$ cat config.mk
export PLATFORM = sky130hd
export DESIGN_NAME = char_lcd_text_cursor_writer_core
export DESIGN_NICKNAME = d
export VERILOG_FILES = /design/src/lcdw_pkg.sv /design/src/lcdw_front.sv /design/src/lcdw_queue.sv /design/src/lcdw_back.sv /design/src/char_lcd_text_cursor_writer_core.sv
export SDC_FILE = /design/constraint.sdc
export NUM_CORES = 1
export LEC_CHECK = 0
export BUFFER_PORTS_ARGS = -buffer_cell sky130_fd_sc_hd__buf_2
export CAP_MARGIN = 40
export CELL_PAD_IN_SITES_DETAIL_PLACEMENT = 2
export CELL_PAD_IN_SITES_GLOBAL_PLACEMENT = 2
export CORE_UTILIZATION = 45
export CTS_CLUSTER_SIZE = 24
export DETAILED_ROUTE_END_ITERATION = 10
export HOLD_SLACK_MARGIN = 0.06
export PLACE_DENSITY_LB_ADDON = 0.1
export SETUP_SLACK_MARGIN = 0.02
export SLEW_MARGIN = 20
export SYNTH_ARGS = -nofsm -noshare
export SYNTH_HDL_FRONTEND = slang
export SYNTH_SLANG_ARGS = --single-unit
$ cat constraint.sdc
create_clock -name clk_i -period 4.75 [get_ports clk_i]
set_input_delay 0.95 -clock clk_i [delete_from_list [all_inputs] [get_ports clk_i]]
set_output_delay 0.95 -clock clk_i [all_outputs]
set_load 0.005 [all_outputs]
$ cat src/lcdw_pkg.sv
// Shared types, constants and the error-text table of the character LCD text writer.
package lcdw_pkg;

  // Kind of work handed from the front part to the back part
  typedef enum logic [0:0] {
    CMD_CHAR = 1'b0,
    CMD_ERR  = 1'b1
  } cmd_kind_e;

  // One queued command: a character at a cursor position, or the error text
  typedef struct packed {
    cmd_kind_e  kind;
    logic       row;
    logic [3:0] col;
    logic [7:0] ch;
  } cmd_t;

  localparam int unsigned ErrLen = 12;
  localparam logic [3:0] ErrLastIdx = 4'(ErrLen - 1);

  // Set-address command bases for row 1 and row 2
  localparam logic [7:0] AddrRow1 = 8'h80;
  localparam logic [7:0] AddrRow2 = 8'hC0;

  // Register-select codes on the bus
  localparam logic RsCommand = 1'b0;
  localparam logic RsData    = 1'b1;

  // Error text "(1,1)~(2,16)", one character per index
  function automatic logic [7:0] err_char(input logic [3:0] idx);
    logic [7:0] c;
    case (idx)
      4'd0:    c = 8'h28;
      4'd1:    c = 8'h31;
      4'd2:    c = 8'h2C;
      4'd3:    c = 8'h31;
      4'd4:    c = 8'h29;
      4'd5:    c = 8'h7E;
      4'd6:    c = 8'h28;
      4'd7:    c = 8'h32;
      4'd8:    c = 8'h2C;
      4'd9:    c = 8'h31;
      4'd10:   c = 8'h36;
      4'd11:   c = 8'h29;
      default: c = 8'h20;
    endcase
    return c;
  endfunction

endpackage

$ cat src/lcdw_front.sv
// Front part: accepts string items, tracks the cursor and queues print commands.
module lcdw_front import lcdw_pkg::*; (
  input  logic       clk_i,
  input  logic       rst_ni,
  input  logic       in_valid_i,
  output logic       in_ready_o,
  input  logic       first_i,
  input  logic [1:0] row_i,
  input  logic [4:0] column_i,
  input  logic       no_char_i,
  input  logic [7:0] character_i,
  input  logic       q_full_i,
  output logic       push_o,
  output cmd_t       push_cmd_o
);

  logic       cur_row_q, cur_row_d;
  logic [3:0] cur_col_q, cur_col_d;
  logic       rejected_q, rejected_d;

  logic       accept;
  logic       pos_ok;
  logic [4:0] col_m1;
  logic       eff_row;
  logic [3:0] eff_col;

  assign in_ready_o = ~q_full_i;
  assign accept     = in_valid_i & ~q_full_i;
  assign pos_ok     = (row_i == 2'd1 || row_i == 2'd2) &&
                      (column_i != 5'd0) && (column_i <= 5'd16);
  assign col_m1     = column_i - 5'd1;

  // Start position taken from a first item, else the held cursor
  assign eff_row = first_i ? (row_i == 2'd2) : cur_row_q;
  assign eff_col = first_i ? col_m1[3:0] : cur_col_q;

  // Classify the item and work out the cursor after it
  always_comb begin
    cur_row_d  = cur_row_q;
    cur_col_d  = cur_col_q;
    rejected_d = rejected_q;
    push_o     = 1'b0;
    push_cmd_o = '{kind: CMD_CHAR, row: eff_row, col: eff_col, ch: character_i};
    if (accept) begin
      if (first_i && !pos_ok) begin
        rejected_d      = 1'b1;
        push_o          = 1'b1;
        push_cmd_o.kind = CMD_ERR;
      end else if (first_i || !rejected_q) begin
        if (first_i) begin
          rejected_d = 1'b0;
        end
        cur_row_d = eff_row;
        cur_col_d = eff_col;
        if (!no_char_i) begin
          push_o = 1'b1;
          if (eff_col == 4'd15) begin
            cur_col_d = 4'd0;
            cur_row_d = ~eff_row;
          end else begin
            cur_col_d = eff_col + 4'd1;
          end
        end
      end
    end
  end

  always_ff @(posedge clk_i or negedge rst_ni) begin
    if (!rst_ni) begin
      cur_row_q  <= 1'b0;
      cur_col_q  <= 4'd0;
      rejected_q <= 1'b0;
    end else begin
      cur_row_q  <= cur_row_d;
      cur_col_q  <= cur_col_d;
      rejected_q <= rejected_d;
    end
  end

endmodule

$ cat src/lcdw_queue.sv
// Short command queue between the front and back parts, head readable at once.
module lcdw_queue import lcdw_pkg::*; #(
  parameter int unsigned Depth = 4
) (
  input  logic clk_i,
  input  logic rst_ni,
  input  logic push_i,
  input  cmd_t push_cmd_i,
  input  logic pop_i,
  output cmd_t head_o,
  output logic empty_o,
  output logic full_o
);

  localparam int unsigned AW = (Depth > 1) ? $clog2(Depth) : 1;
  localparam int unsigned CW = $clog2(Depth + 1);

  cmd_t          mem_q [Depth];
  logic [AW-1:0] wr_ptr_q, wr_ptr_d;
  logic [AW-1:0] rd_ptr_q, rd_ptr_d;
  logic [CW-1:0] count_q, count_d;

  assign empty_o = (count_q == '0);
  assign full_o  = (count_q == CW'(Depth));
  assign head_o  = mem_q[rd_ptr_q];

  // Advance pointers with wrap at the depth
  always_comb begin
    wr_ptr_d = wr_ptr_q;
    rd_ptr_d = rd_ptr_q;
    count_d  = count_q;
    if (push_i) begin
      wr_ptr_d = (wr_ptr_q == AW'(Depth - 1)) ? '0 : wr_ptr_q + AW'(1);
    end
    if (pop_i) begin
      rd_ptr_d = (rd_ptr_q == AW'(Depth - 1)) ? '0 : rd_ptr_q + AW'(1);
    end
    if (push_i && !pop_i) begin
      count_d = count_q + CW'(1);
    end else if (pop_i && !push_i) begin
      count_d = count_q - CW'(1);
    end
  end

  always_ff @(posedge clk_i or negedge rst_ni) begin
    if (!rst_ni) begin
      wr_ptr_q <= '0;
      rd_ptr_q <= '0;
      count_q  <= '0;
    end else begin
      wr_ptr_q <= wr_ptr_d;
      rd_ptr_q <= rd_ptr_d;
      count_q  <= count_d;
    end
  end

  // Store the entry
  always_ff @(posedge clk_i) begin
    if (push_i) begin
      mem_q[wr_ptr_q] <= push_cmd_i;
    end
  end

`ifndef NO_ASSERTIONS
  a_no_overflow: assert property (@(posedge clk_i) disable iff (!rst_ni)
    !(push_i && full_o && !pop_i))
    else $error("command queue written while full");
  a_no_underflow: assert property (@(posedge clk_i) disable iff (!rst_ni)
    !(pop_i && empty_o))
    else $error("command queue read while empty");
`endif

endmodule

$ cat src/lcdw_back.sv
// Back part: expands queued commands into bus transfers, one per cycle while the output is free.
module lcdw_back import lcdw_pkg::*; (
  input  logic       clk_i,
  input  logic       rst_ni,
  input  logic       four_bit_i,
  input  logic       head_valid_i,
  input  cmd_t       head_i,
  output logic       pop_o,
  output logic       out_valid_o,
  input  logic       out_ready_i,
  output logic       out_rs_o,
  output logic [7:0] out_value_o,
  output logic       out_last_o
);

  logic [3:0] idx_q, idx_d;
  logic       byte_q, byte_d;
  logic       nib_q, nib_d;
  logic       ov_q, ov_d;
  logic       rs_q;
  logic [7:0] val_q;
  logic       last_q;

  logic       slot_free;
  logic       issue;
  logic       is_err;
  logic       t_row;
  logic [3:0] t_col;
  logic [7:0] t_char;
  logic [7:0] t_byte;
  logic [7:0] t_value;
  logic       byte_done;
  logic       t_last;

  assign slot_free = ~ov_q | out_ready_i;
  assign issue     = head_valid_i & slot_free;
  assign is_err    = (head_i.kind == CMD_ERR);

  // Build the current transfer from the head command and the step counters
  assign t_row     = is_err ? 1'b0 : head_i.row;
  assign t_col     = is_err ? idx_q : head_i.col;
  assign t_char    = is_err ? err_char(idx_q) : head_i.ch;
  assign t_byte    = byte_q ? t_char : ((t_row ? AddrRow2 : AddrRow1) | {4'd0, t_col});
  assign t_value   = !four_bit_i ? t_byte :
                     (nib_q ? {t_byte[3:0], 4'd0} : {t_byte[7:4], 4'd0});
  assign byte_done = ~four_bit_i | nib_q;
  assign t_last    = byte_q & byte_done & (!is_err || idx_q == ErrLastIdx);
  assign pop_o     = issue & t_last;

  // Step nibble, byte and character counters
  always_comb begin
    idx_d  = idx_q;
    byte_d = byte_q;
    nib_d  = nib_q;
    ov_d   = ov_q;
    if (out_ready_i) begin
      ov_d = 1'b0;
    end
    if (issue) begin
      ov_d  = 1'b1;
      nib_d = four_bit_i & ~nib_q;
      if (byte_done) begin
        byte_d = ~byte_q;
        if (byte_q) begin
          idx_d = t_last ? 4'd0 : idx_q + 4'd1;
        end
      end
    end
  end

  always_ff @(posedge clk_i or negedge rst_ni) begin
    if (!rst_ni) begin
      idx_q  <= 4'd0;
      byte_q <= 1'b0;
      nib_q  <= 1'b0;
      ov_q   <= 1'b0;
    end else begin
      idx_q  <= idx_d;
      byte_q <= byte_d;
      nib_q  <= nib_d;
      ov_q   <= ov_d;
    end
  end

  // Hold the transfer in the output register until taken
  always_ff @(posedge clk_i) begin
    if (issue) begin
      rs_q   <= byte_q ? RsData : RsCommand;
      val_q  <= t_value;
      last_q <= t_last;
    end
  end

  assign out_valid_o = ov_q;
  assign out_rs_o    = rs_q;
  assign out_value_o = val_q;
  assign out_last_o  = last_q;

`ifndef NO_ASSERTIONS
  a_idx_range: assert property (@(posedge clk_i) disable iff (!rst_ni)
    idx_q <= ErrLastIdx)
    else $error("error text index out of range");
  a_char_idx_zero: assert property (@(posedge clk_i) disable iff (!rst_ni)
    (head_valid_i && head_i.kind == CMD_CHAR) |-> (idx_q == 4'd0))
    else $error("character command with non-zero text index");
  a_nibble_mode: assert property (@(posedge clk_i) disable iff (!rst_ni)
    !four_bit_i |-> !nib_q)
    else $error("nibble phase set in byte mode");
`endif

endmodule

$ cat src/char_lcd_text_cursor_writer_core.sv
// Top level of the character LCD text writer: ports, mode register and part wiring.
// Path: an accepted character item is written into the command queue, then the back part
// loads its first transfer into its output register, from which the receiver takes it.
// Throughput: one transfer per cycle from the output register while the receiver takes
// them; a character gives 2 transfers (4 in nibble mode), an invalid start 24 (48), empty items none.
// Reset (asynchronous, active low): cursor row 1 column 1, byte mode, queue empty.
module char_lcd_text_cursor_writer_core import lcdw_pkg::*; #(
  parameter int unsigned QueueDepth = 4
) (
  input  logic        clk_i,
  input  logic        rst_ni,
  input  logic        cfg_we_i,
  input  logic        cfg_wdata_i,     // four_bit_mode
  input  logic        s_axis_tvalid,
  output logic        s_axis_tready,
  input  logic [15:0] s_axis_tdata,    // row[1:0], column[6:2], character[14:7], zero[15]
  input  logic [1:0]  s_axis_tuser,    // first[0], no_char[1]
  output logic        m_axis_tvalid,
  input  logic        m_axis_tready,
  output logic [7:0]  m_axis_tdata,    // bus_value[7:0]
  output logic [0:0]  m_axis_tuser,    // reg_select[0]
  output logic        m_axis_tlast
);

  logic four_bit_q;
  logic push;
  cmd_t push_cmd;
  logic pop;
  cmd_t head;
  logic q_empty;
  logic q_full;
  logic rs;

  // Mode register
  always_ff @(posedge clk_i or negedge rst_ni) begin
    if (!rst_ni) begin
      four_bit_q <= 1'b0;
    end else if (cfg_we_i) begin
      four_bit_q <= cfg_wdata_i;
    end
  end

  lcdw_front u_front (
    .clk_i       (clk_i),
    .rst_ni      (rst_ni),
    .in_valid_i  (s_axis_tvalid),
    .in_ready_o  (s_axis_tready),
    .first_i     (s_axis_tuser[0]),
    .row_i       (s_axis_tdata[1:0]),
    .column_i    (s_axis_tdata[6:2]),
    .no_char_i   (s_axis_tuser[1]),
    .character_i (s_axis_tdata[14:7]),
    .q_full_i    (q_full),
    .push_o      (push),
    .push_cmd_o  (push_cmd)
  );

  lcdw_queue #(
    .Depth (QueueDepth)
  ) u_queue (
    .clk_i      (clk_i),
    .rst_ni     (rst_ni),
    .push_i     (push),
    .push_cmd_i (push_cmd),
    .pop_i      (pop),
    .head_o     (head),
    .empty_o    (q_empty),
    .full_o     (q_full)
  );

  lcdw_back u_back (
    .clk_i        (clk_i),
    .rst_ni       (rst_ni),
    .four_bit_i   (four_bit_q),
    .head_valid_i (~q_empty),
    .head_i       (head),
    .pop_o        (pop),
    .out_valid_o  (m_axis_tvalid),
    .out_ready_i  (m_axis_tready),
    .out_rs_o     (rs),
    .out_value_o  (m_axis_tdata),
    .out_last_o   (m_axis_tlast)
  );

  assign m_axis_tuser = rs;

endmodule

==> results.json, run 1 <==
{
  "hold_depth": 1,
  "hp-class": "flip-flop to flip-flop",
  "grt_max_degree": 22,
  "slew_viol_final": 0,
  "final.setup.tns_ns": 0,
  "cts_inserted_buffers": 9,
  "crit_fanout": 20,
  "cts_buffer_depth": 2,
  "synth_most_common_cell": "edfxtp_1",
  "synth_common_cells": "edfxtp_1 (66), dfrtp_1 (21), nor2_1 (19)",
  "cts_tree": "done",
  "syn-cell-area_um2": 4100,
  "syn_inst": 274,
  "crit_arrival_ns": 3.69,
  "cp-end-kind": "flip-flop",
  "wl_um": 9340,
  "worstPathRequired_ns": 5.04,
  "synth.area.top_cells": "edfxtp_1 (48%), dfrtp_1 (13%), mux4_2 (5.5%)",
  "yosysSeqAreaShare": 0.612,
  "remaining_drc_errors": 0,
  "ys_types": 50,
  "post-place-cells": 408,
  "slew_headroom": 0.471,
  "max_cap_viol_count": 0,
  "grt_overflow_total": 0,
  "timing.hold.ws_ns": 0.516,
  "cts_resized": 0,
  "portBuffers": 34,
  "dr.first_iter.drc_count": 64,
  "finalCritPeriodShare": 0.715,
  "crit_chain": "mux4_2 > inv_1 > a21oi_1 > nor2_1 > inv_1 > ha_1 > inv_1 > fa_1 > xor2_1 > nor2_1 > xor2_1",
  "finalClockSkew_ns": 0.00783,
  "vias": 2414,
  "sw_frac_of_total": 0.365,
  "io_pins": 36,
  "p_switching_mw": 0.951,
  "final_cells": 425,
  "core-area_um2": 8760,
  "status": "finished clean",
  "cts_setup_buffers": 0,
  "rsz0062_at_grt": "no",
  "finalHoldViolations": 0,
  "p_leak_nw": 1.71,
  "power_density_nw_per_um2": 572,
  "clk_latency_ns": 0.36,
  "worstMarginPinSlew_ns": 0.793,
  "p_total_mw": 2.60,
  "pwr-share-clk": 0.195,
  "diodes": 0,
  "rows": 34,
  "path_class": "flip-flop to flip-flop",
  "die_y_um": 97.4,
  "synth.top_cell.area_share": 0.484,
  "final_nets": 351,
  "crit_path_start_kind": "flip-flop",
  "r2r_cells": 11,
  "synth_edf_count": 66,
  "setup_ws_ns": 1.35,
  "pwr-share-comb": 0.348,
  "ys_warn_count": 0,
  "dpl.hpwl_um": 6590,
  "cts_hold_buffers": 0,
  "crit_path_frequent_cell": "inv_1",
  "drive_above_1_share": 0.249,
  "synth_top_area_cell": "edfxtp_1",
  "syn-num-nets": 313,
  "grt_pass1_wl_um": 15200,
  "syn2layout_area_growth_pct": 11.2,
  "synth_area_per_cell_um2": 15.0,
  "synthArstFlopShare": 0.241,
  "die-area_um2": 9490,
  "htreeDepth": 3,
  "synthFlopType": "edfxtp_1",
  "track_usage": 0.214,
  "cpPeakStageDelay_ns": 0.83,
  "drtAntennaViolNets": 0,
  "slowest_stage": "dfrtp_1",
  "routabilityCongestion": 0.737,
  "clk_pin_slew_ns": 0.10,
  "setup_violations": 0,
  "viasPerCell": 5.68,
  "numClockSinks": 87,
  "start_util": 0.468,
  "fmax_ghz": 0.294,
  "peakVddDrop_mv": 0.206,
  "synth_seq_cells": 87,
  "power.internal_mw": 1.65,
  "antenna_found_initial": 0,
  "period_needed_ns": 3.40,
  "grt_pass1_vias": 2836,
  "pre_cts_ws_ns": 1.21,
  "drt_pass1_iterations": 4,
  "avgRoutedWirePerCell_um": 22.0,
  "fp.dieW_um": 97.4,
  "seqPwrFrac": 0.458,
  "ctsRootBufferMaster": "clkbuf_8"
}
-- kinds of logic (layout without fill, tap and decap cells) --
kind of cell    count (synthesis)  after routing  synth area share
simple gates                   61             61            0.0745
mux                            32             32             0.132
xor+xnor                        8              8            0.0171
fa+ha+maj                      15             15            0.0476
compound gates                 46             46            0.0861
flops                          87             87             0.612
buf+inv                        25             68            0.0305
-- routing by layer --
metal	up-vias	wire, um	global-route usage	part of all wire
li1	1117	-	-	-
met1	1231	3890	0.256	0.42
met2	45	4900	0.377	0.52
met3	21	282	0.0338	0.030
met4	0	263	0.0995	0.028
met5	-	0	0	0
-- area by class of cell --
| type | instances | area [um^2] |
|---|---|---|
| inverter | 15 | 56.3 |
| sequential | 87 | 2510 |
| multi-input combinational | 162 | 1470 |
| timing repair buffer | 37 | 200 |
| clock inverter | 7 | 67.6 |
| fill | 823 | 4210 |
| tap | 108 | 135 |
| clock buffer | 9 | 124 |
-- worst paths after layout --
kind                                            startpoint                               end  slack, ns
hold / removal              u_queue.count_q[2]$_DFFE_PN0P_    u_queue.count_q[2]$_DFFE_PN0P_       0.52
min in group asynchronous                           rst_ni    u_queue.count_q[2]$_DFFE_PN0P_       0.55
setup / recovery           u_queue.rd_ptr_q[1]$_DFFE_PN0P_    u_queue.count_q[2]$_DFFE_PN0P_       1.35
setup reg to reg           u_queue.rd_ptr_q[1]$_DFFE_PN0P_    u_queue.count_q[2]$_DFFE_PN0P_       1.35
max in group asynchronous                           rst_ni  u_front.cur_col_q[2]$_DFFE_PN0P_       3.85
hold reg to reg             u_queue.count_q[2]$_DFFE_PN0P_    u_queue.count_q[2]$_DFFE_PN0P_       0.52
-- critical path: cells and delay by family (launching register included) --
family	cells	cell delay, ns
compound gates	1	0.37
xor+xnor	2	0.30
fa+ha+maj	2	0.55
buf+inv	3	0.35
flops	1	0.83
mux	1	0.65
simple gates	2	0.28
-- power by group through the flow --
stage	Combinational (mW)	Sequential (mW)	Clock, mW
after detailed placement	0.902	1.21	0
after global routing	1.00	1.22	0.545
after global placement	0.854	1.19	0
after CTS	0.921	1.20	0.524
final	0.905	1.19	0.507
after floorplan	0.704	1.13	0
-- flip-flops by register name, summed over array words and instances, names as in the netlist, 2 cells and up --
name / cells
u_queue.mem_q: 56
u_back.out_value_o: 8
u_back.idx_q: 4
u_front.cur_col_q: 4
u_queue.count_q: 3
u_queue.rd_ptr_q: 2
u_queue.wr_ptr_q: 2
-- through the flow --
step	utilization	instance area [um^2]
2_1_floorplan	-	4100
3_3_place_gp	0.496	4350
3_5_place_dp	0.496	4350
4_1_cts	0.518	4540
5_1_grt	0.520	4560
6_report	0.520	4560
-- placed cells by master (no fill, tap or decap), drive strengths merged, types with 2 or more instances in the layout --
| cell | n |
|---|---|
| mux2i | 5 |
| nor3b | 3 |
| a32o | 2 |
| ha | 14 |
| nand3b | 3 |
| xnor2 | 5 |
| dfrtp | 21 |
| o211ai | 5 |
| edfxtp | 66 |
| nor3 | 2 |
| xor2 | 3 |
| buf | 37 |
| nor2 | 19 |
| o31ai | 2 |
| inv | 20 |
| o21a | 4 |
| and3 | 2 |
| a21oi | 9 |
| clkbuf | 9 |
| and2 | 4 |
| a31oi | 2 |
| mux2 | 12 |
| a211oi | 4 |
| nand2 | 12 |
| nand2b | 4 |
| mux4 | 15 |
| nand3 | 5 |
| nor2b | 4 |
| o21ai | 9 |
Note: power is estimated with default switching activity, not from simulation.
==> run 2: changes to the inputs <==
--- a/config.mk
+++ b/config.mk
@@ -5,11 +5,12 @@
 export SDC_FILE = /design/constraint.sdc
 export NUM_CORES = 1
 export LEC_CHECK = 0
+export ABC_AREA = 1
 export BUFFER_PORTS_ARGS = -buffer_cell sky130_fd_sc_hd__buf_2
 export CAP_MARGIN = 40
 export CELL_PAD_IN_SITES_DETAIL_PLACEMENT = 2
 export CELL_PAD_IN_SITES_GLOBAL_PLACEMENT = 2
-export CORE_UTILIZATION = 45
+export CORE_UTILIZATION = 34
 export CTS_CLUSTER_SIZE = 24
 export DETAILED_ROUTE_END_ITERATION = 10
 export HOLD_SLACK_MARGIN = 0.06
==> constraint.sdc (replaced) <==
create_clock -name clk_i -period 2.9 [get_ports clk_i]
set_input_delay 0.58 -clock clk_i [delete_from_list [all_inputs] [get_ports clk_i]]
set_output_delay 0.58 -clock clk_i [all_outputs]
set_load 0.005 [all_outputs]
==> results.json, run 2 <==
{
  "yosysSeqAreaShare": 0.577,
  "reg2reg_from": "u_queue.rd_ptr_q[0]$_DFFE_PN0P_",
  "viasPerCell": 4.84,
  "start_util": 0.356,
  "final_cells": 679,
  "finalCritPeriodShare": 0.818,
  "rsz0062_at_grt": "no",
  "avgRoutedWirePerCell_um": 16.8,
  "layout_commonest_cell": "nand2_1",
  "final_nets": 545,
  "grt_pass1_vias": 3653,
  "routabilityCongestion": 0.733,
  "die_y_um": 115,
  "vias": 3284,
  "crit_fanout": 4,
  "cts_hold_buffers": 0,
  "track_usage": 0.190,
  "diodes": 0,
  "finalHoldViolations": 0,
  "portBuffers": 34,
  "synth_most_common_cell": "nand2_1",
  "p_leak_nw": 2.30,
  "r2r_slack_ns": 0.54,
  "worstMarginPinSlew_ns": 0.513,
  "slew_headroom": 0.658,
  "wl_um": 11400,
  "most-common-layout-cells": "nand2_1 (140), edfxtp_1 (66), inv_1 (60), nand3_1 (48), nor2_1 (36)",
  "synth_edf_count": 66,
  "critPathCapture": "u_queue.count_q[2]$_DFFE_PN0P_",
  "peakVddDrop_mv": 0.362,
  "setup_violations": 0,
  "synth_top_area_cell": "edfxtp_1",
  "synth_seq_cells": 87,
  "drive_above_1_share": 0.143,
  "ys_warn_count": 0,
  "period_needed_ns": 2.37,
  "synth.area.top_cells": "edfxtp_1 (46%), dfrtp_1 (12%), nand2_1 (12%)",
  "grt_overflow_total": 0,
  "cts_buffer_depth": 2,
  "largest_register_ffs": 56,
  "synth_area_per_cell_um2": 9.38,
  "synth.top_cell.area_share": 0.456,
  "cp-end-kind": "flip-flop",
  "cts_resized": 0,
  "fp.dieW_um": 115,
  "synthFlopType": "edfxtp_1",
  "synthArstFlopShare": 0.241,
  "numClockSinks": 87,
  "path_class": "input pin to flip-flop",
  "grt_pass1_wl_um": 18600,
  "r2r-end": "u_queue.count_q[2]$_DFFE_PN0P_",
  "finalClockSkew_ns": 0.00867,
  "post-place-cells": 663,
  "crit_arrival_ns": 2.59,
  "p_total_mw": 4.99,
  "io_pins": 36,
  "dr.first_iter.drc_count": 133,
  "drt_pass1_iterations": 4,
  "synth_common_cells": "nand2_1 (140), edfxtp_1 (66), inv_1 (60)",
  "status": "finished clean",
  "top_register": "u_queue.mem_q",
  "remaining_drc_errors": 0,
  "syn-num-nets": 502,
  "max_cap_viol_count": 0,
  "ctsRootBufferMaster": "clkbuf_16",
  "power_density_nw_per_um2": 1000,
  "fillCellCount": 1392,
  "drtAntennaViolNets": 0,
  "dpl.hpwl_um": 8280,
  "r2r_cells": 12,
  "htreeDepth": 3,
  "die-area_um2": 13200,
  "syn2layout_area_growth_pct": 15.0,
  "crit_start": "s_axis_tdata[2]",
  "cts_tree": "done",
  "antenna_found_initial": 0,
  "cts_setup_buffers": 0,
  "clk_latency_ns": 0.34,
  "rows": 40,
  "hp-class": "input pin to async pin",
  "clk_pin_slew_ns": 0.06,
  "grt_max_degree": 29,
  "fmax_ghz": 0.422,
  "core-area_um2": 12200,
  "final.setup.tns_ns": 0,
  "worstPathRequired_ns": 3.12,
  "cts_inserted_buffers": 9,
  "slew_viol_final": 0,
  "crit_path_start_kind": "input pin",
  "syn_inst": 463,
  "ys_types": 32,
  "syn-cell-area_um2": 4340
}
run 2: changes by cell type in the layout (fill, tap and decap cells not counted), moves of 7 or more:
cell and change:
o21ai_0 +7, nor2_1 +17, inv_1 +45, nand3_1 +43, clkbuf_8 -9, nand2_1 +128, clkbuf_16 +9, mux4_2 -10
mux2_2 -12, buf_4 +8
run 2: cell type report:
type,count,area [um^2],share of cell area
Clock buffer,11,233,0.0466
Sequential cell,87,2510,0.502
Clock inverter,5,51.3,0.0103
Inverter,63,239,0.0479
Tap cell,168,210,0.0421
Multi-Input combinational cell,301,1510,0.302
Timing Repair Buffer,44,245,0.0491
run 2: metal layers:
| metal | global-route usage | vias to the layer above | wire length [um] |
|---|---|---|---|
| li1 | - | 1588 | - |
| met1 | 0.221 | 1652 | 4950 |
| met2 | 0.353 | 33 | 6050 |
| met3 | 0.0348 | 11 | 237 |
| met4 | 0.0597 | 0 | 140 |
| met5 | 0 | - | 0 |
run 2: logic make-up after synthesis:
kind of cell,after synthesis,share of synthesized area
AO/OA/AOI/OAI,38,0.0470
buffers and inverters,75,0.0758
AND/OR/NAND/NOR,244,0.247
flip-flops,87,0.577
adder cells (fa/ha/maj),15,0.0449
XOR/XNOR,4,0.00807
run 2: how the worst min path moves through the flow:
stage	endpoint	cells after the start
3_3_place_gp	u_front.cur_row_q$_DFFE_PN0P_	2
5_1_grt	u_back.out_valid_o$_DFFE_PN0P_	1
4_1_cts	u_back.out_valid_o$_DFFE_PN0P_	1
3_5_place_dp	u_front.cur_row_q$_DFFE_PN0P_	2
6_report	u_back.out_valid_o$_DFFE_PN0P_	1
2_1_floorplan	four_bit_q$_DFFE_PN0P_	0
run 2: per-stage QoR:
| step | cell area (um^2) | hold slack, ns | worst slack [ns] | util |
|---|---|---|---|---|
| after floorplan | 4340 | 0.284 | 0.505 | - |
| after global placement | 4710 | 0.458 | 0.246 | 0.386 |
| after detailed placement | 4710 | 0.470 | 0.127 | 0.386 |
| after CTS | 4990 | 0.222 | 0.487 | 0.409 |
| after global routing | 4990 | 0.242 | 0.310 | 0.409 |
| final | 4990 | 0.205 | 0.528 | 0.409 |
run 2: power breakdown:
part / switching, mW / internal [mW] / total (mW) / leakage [nW]
logic: 1.30 / 0.643 / 1.94 / 1.30
registers: 0.213 / 1.70 / 1.92 / 0.864
clock network: 0.472 / 0.663 / 1.13 / 0.139
total: 1.99 / 3.01 / 4.99 / 2.30
run 2: critical path, stage by stage:
cell	delay, ns
buf_2	0.09
inv_1	0.06
ha_1	0.25
nand3_1	0.10
nand2_1	0.05
nand3_1	0.10
nand2_1	0.08
a21oi_1	0.21
ha_1	0.18
inv_1	0.07
fa_1	0.40
a21oi_1	0.16
o21ai_0	0.11
xor2_1	0.15
==> run 3: changes to the inputs <==
--- a/config.mk
+++ b/config.mk
@@ -5,12 +5,12 @@
 export SDC_FILE = /design/constraint.sdc
 export NUM_CORES = 1
 export LEC_CHECK = 0
-export ABC_AREA = 1
+export ABC_AREA = 0
 export BUFFER_PORTS_ARGS = -buffer_cell sky130_fd_sc_hd__buf_2
 export CAP_MARGIN = 40
 export CELL_PAD_IN_SITES_DETAIL_PLACEMENT = 2
 export CELL_PAD_IN_SITES_GLOBAL_PLACEMENT = 2
-export CORE_UTILIZATION = 34
+export CORE_UTILIZATION = 39
 export CTS_CLUSTER_SIZE = 24
 export DETAILED_ROUTE_END_ITERATION = 10
 export HOLD_SLACK_MARGIN = 0.06
==> constraint.sdc (replaced) <==
create_clock -name clk_i -period 2.1 [get_ports clk_i]
set_input_delay 0.42 -clock clk_i [delete_from_list [all_inputs] [get_ports clk_i]]
set_output_delay 0.42 -clock clk_i [all_outputs]
set_load 0.005 [all_outputs]
==> results.json, run 3 (same netlist as run 1, synthesis figures left out) <==
{
  "status": "finished, violations left",
  "violations": "setup timing",
  "cp_top_family": "multiplexers",
  "p_leak_nw": 1.99,
  "vias": 2595,
  "avgRoutedWirePerCell_um": 20.1,
  "most-common-layout-cells": "edfxtp_1 (66), buf_4 (44), buf_2 (32), dfrtp_1 (21), nor2_1 (17)",
  "fillCellCount": 1017,
  "slew_headroom": 0.609,
  "rows": 37,
  "remaining_drc_errors": 0,
  "crit_path_start_kind": "flip-flop",
  "r2r_cells": 9,
  "crit_fanout": 2,
  "sw_frac_of_total": 0.348,
  "hold_depth": 2,
  "fp.dieW_um": 105,
  "power.internal_mw": 4.25,
  "p_total_mw": 6.51,
  "top_register": "u_queue.mem_q",
  "cts_buffer_depth": 2,
  "path_class": "flip-flop to flip-flop",
  "cts_inserted_buffers": 9,
  "dpl.hpwl_um": 7040,
  "reg2reg_from": "u_queue.rd_ptr_q[0]$_DFFE_PN0P_",
  "fin_util": 0.503,
  "slowest_stage": "mux4_2",
  "placed_area_um2": 4800,
  "htreeDepth": 3,
  "cpPeakStageDelay_ns": 0.55,
  "finalHoldViolations": 0,
  "viasPerCell": 5.18,
  "grt_pass1_vias": 2868,
  "antenna_found_initial": 0,
  "numClockSinks": 87,
  "r2r-end": "u_queue.count_q[1]$_DFFE_PN0P_",
  "clk_latency_ns": 0.36,
  "crit_chain": "mux4_2 > inv_2 > a21oi_4 > nor2_4 > inv_4 > ha_4 > inv_2 > fa_2 > mux2_4",
  "largest_register_ffs": 56,
  "fmax_ghz": 0.437,
  "crit_arrival_ns": 2.54,
  "grt_pass1_wl_um": 16200,
  "core-area_um2": 10300,
  "hp-class": "input pin to flip-flop",
  "worstMarginPinSlew_ns": 0.586,
  "start_util": 0.399,
  "rsz0062_at_grt": "yes",
  "pwr-share-clk": 0.184,
  "drtAntennaViolNets": 0,
  "seqPwrFrac": 0.384,
  "finalCritPeriodShare": 1.09,
  "final_nets": 399,
  "pwr-share-comb": 0.432,
  "die-area_um2": 10900,
  "fin_area_um2": 5170,
  "setup_violations": 4,
  "p_switching_mw": 2.26,
  "finalClockSkew_ns": 0.0165,
  "syn2layout_area_growth_pct": 26.2,
  "power_density_nw_per_um2": 1260,
  "routabilityCongestion": 0.747,
  "cp-end-kind": "flip-flop",
  "diodes": 0,
  "die_y_um": 105,
  "drive_above_1_share": 0.408,
  "layout_commonest_cell": "edfxtp_1",
  "io_pins": 36,
  "peakVddDrop_mv": 0.453,
  "track_usage": 0.200,
  "grt_max_degree": 22,
  "drt_pass1_iterations": 4,
  "worstHoldStart": "m_axis_tready",
  "crit_path_frequent_cell": "inv_2",
  "crit_buf_inv": 3,
  "worstPathRequired_ns": 2.36,
  "setup_ws_ns": -0.187,
  "ctsRootBufferMaster": "clkbuf_8",
  "period_needed_ns": 2.29,
  "cts_tree": "done",
  "slew_viol_final": 0,
  "dr.first_iter.drc_count": 60,
  "hold_end": "u_back.out_valid_o$_DFFE_PN0P_",
  "clk_pin_slew_ns": 0.10,
  "grt_overflow_total": 0,
  "max_cap_viol_count": 0,
  "wl_um": 10100,
  "r2r_slack_ns": -0.19,
  "portBuffers": 34
}
[run 3: cell count changes in the layout (fill, tap and decap cells not counted), sizes merged, moves of 5 or more]
cell	before	now
buf	44	83
inv	63	15
mux2	0	12
mux2i	0	5
mux4	0	15
nand2	147	12
nand3	53	5
nor2	37	19
o21ai	21	9
[run 3: metrics by stage]
| stage | setup TNS, ns | worst slack [ns] | hold slack (ns) | instances |
|---|---|---|---|---|
| after floorplan | -0.639 | -0.323 | 0.124 | 274 |
| after global placement | -11.34 | -0.495 | 0.459 | 477 |
| after detailed placement | -14.59 | -0.587 | 0.461 | 477 |
| after CTS | -1.03 | -0.225 | 0.224 | 497 |
| after global routing | -1.07 | -0.272 | 0.227 | 501 |
| final | -0.476 | -0.187 | 0.242 | 501 |
[run 3: timing repair]
action,CTS,global route
hold buffers,1,0
setup endpoints to repair,7,65
pin swaps,11,6
resized for setup,17,8
hold endpoints to repair,2,0
buffers inserted,4,5
gates cloned,0,1
[run 3: layout make-up]
cell class                      count  area [um^2]  share of cell area
Inverter                           15         80.1              0.0155
Clock buffer                        9          124              0.0240
Clock inverter                      7         71.3              0.0138
Timing Repair Buffer               85          643               0.124
Tap cell                          136          170              0.0329
Multi-Input combinational cell    162         1570               0.304
Sequential cell                    87         2510               0.485
[run 3: worst max-delay path by stage]
stage                                            endpoint                            start  slack, ns  cells after the start
final                      u_queue.count_q[1]$_DFFE_PN0P_  u_queue.rd_ptr_q[0]$_DFFE_PN0P_      -0.19                      9
after CTS                 u_back.out_value_o[6]$_DFFE_PP_  u_queue.rd_ptr_q[0]$_DFFE_PN0P_      -0.22                      5
after floorplan            u_queue.count_q[2]$_DFFE_PN0P_                  s_axis_tdata[3]      -0.32                     12
after global routing       u_queue.count_q[1]$_DFFE_PN0P_  u_queue.rd_ptr_q[0]$_DFFE_PN0P_      -0.27                      9
after global placement     u_queue.count_q[2]$_DFFE_PN0P_                  s_axis_tdata[3]      -0.50                     13
after detailed placement   u_queue.count_q[2]$_DFFE_PN0P_                  s_axis_tdata[3]      -0.59                     13
[run 3: metal layers]
metal  up-vias  wire length [um]  track usage
met3         8               244       0.0414
met2        45              5440        0.359
met1      1325              4250        0.242
met4         0               146       0.0561
met5         -                 0            0
li1       1217                 -            -
[run 3: power by group through the flow]
stage	combinational [mW]	sequential [mW]	clock, mW
floorplan	1.62	2.55	0
global placement	2.55	2.50	0
detailed placement	2.67	2.54	0
CTS	2.76	2.51	1.23
global route	3.09	2.54	1.29
finish	2.82	2.50	1.20
[run 3: worst register-to-register path, cell delays in order (launching register included)]
cell	delay [ns]
dfrtp_1	0.39
mux4_2	0.55
inv_2	0.10
a21oi_4	0.04
nor2_4	0.14
inv_4	0.05
ha_4	0.16
inv_2	0.05
fa_2	0.42
mux2_4	0.28
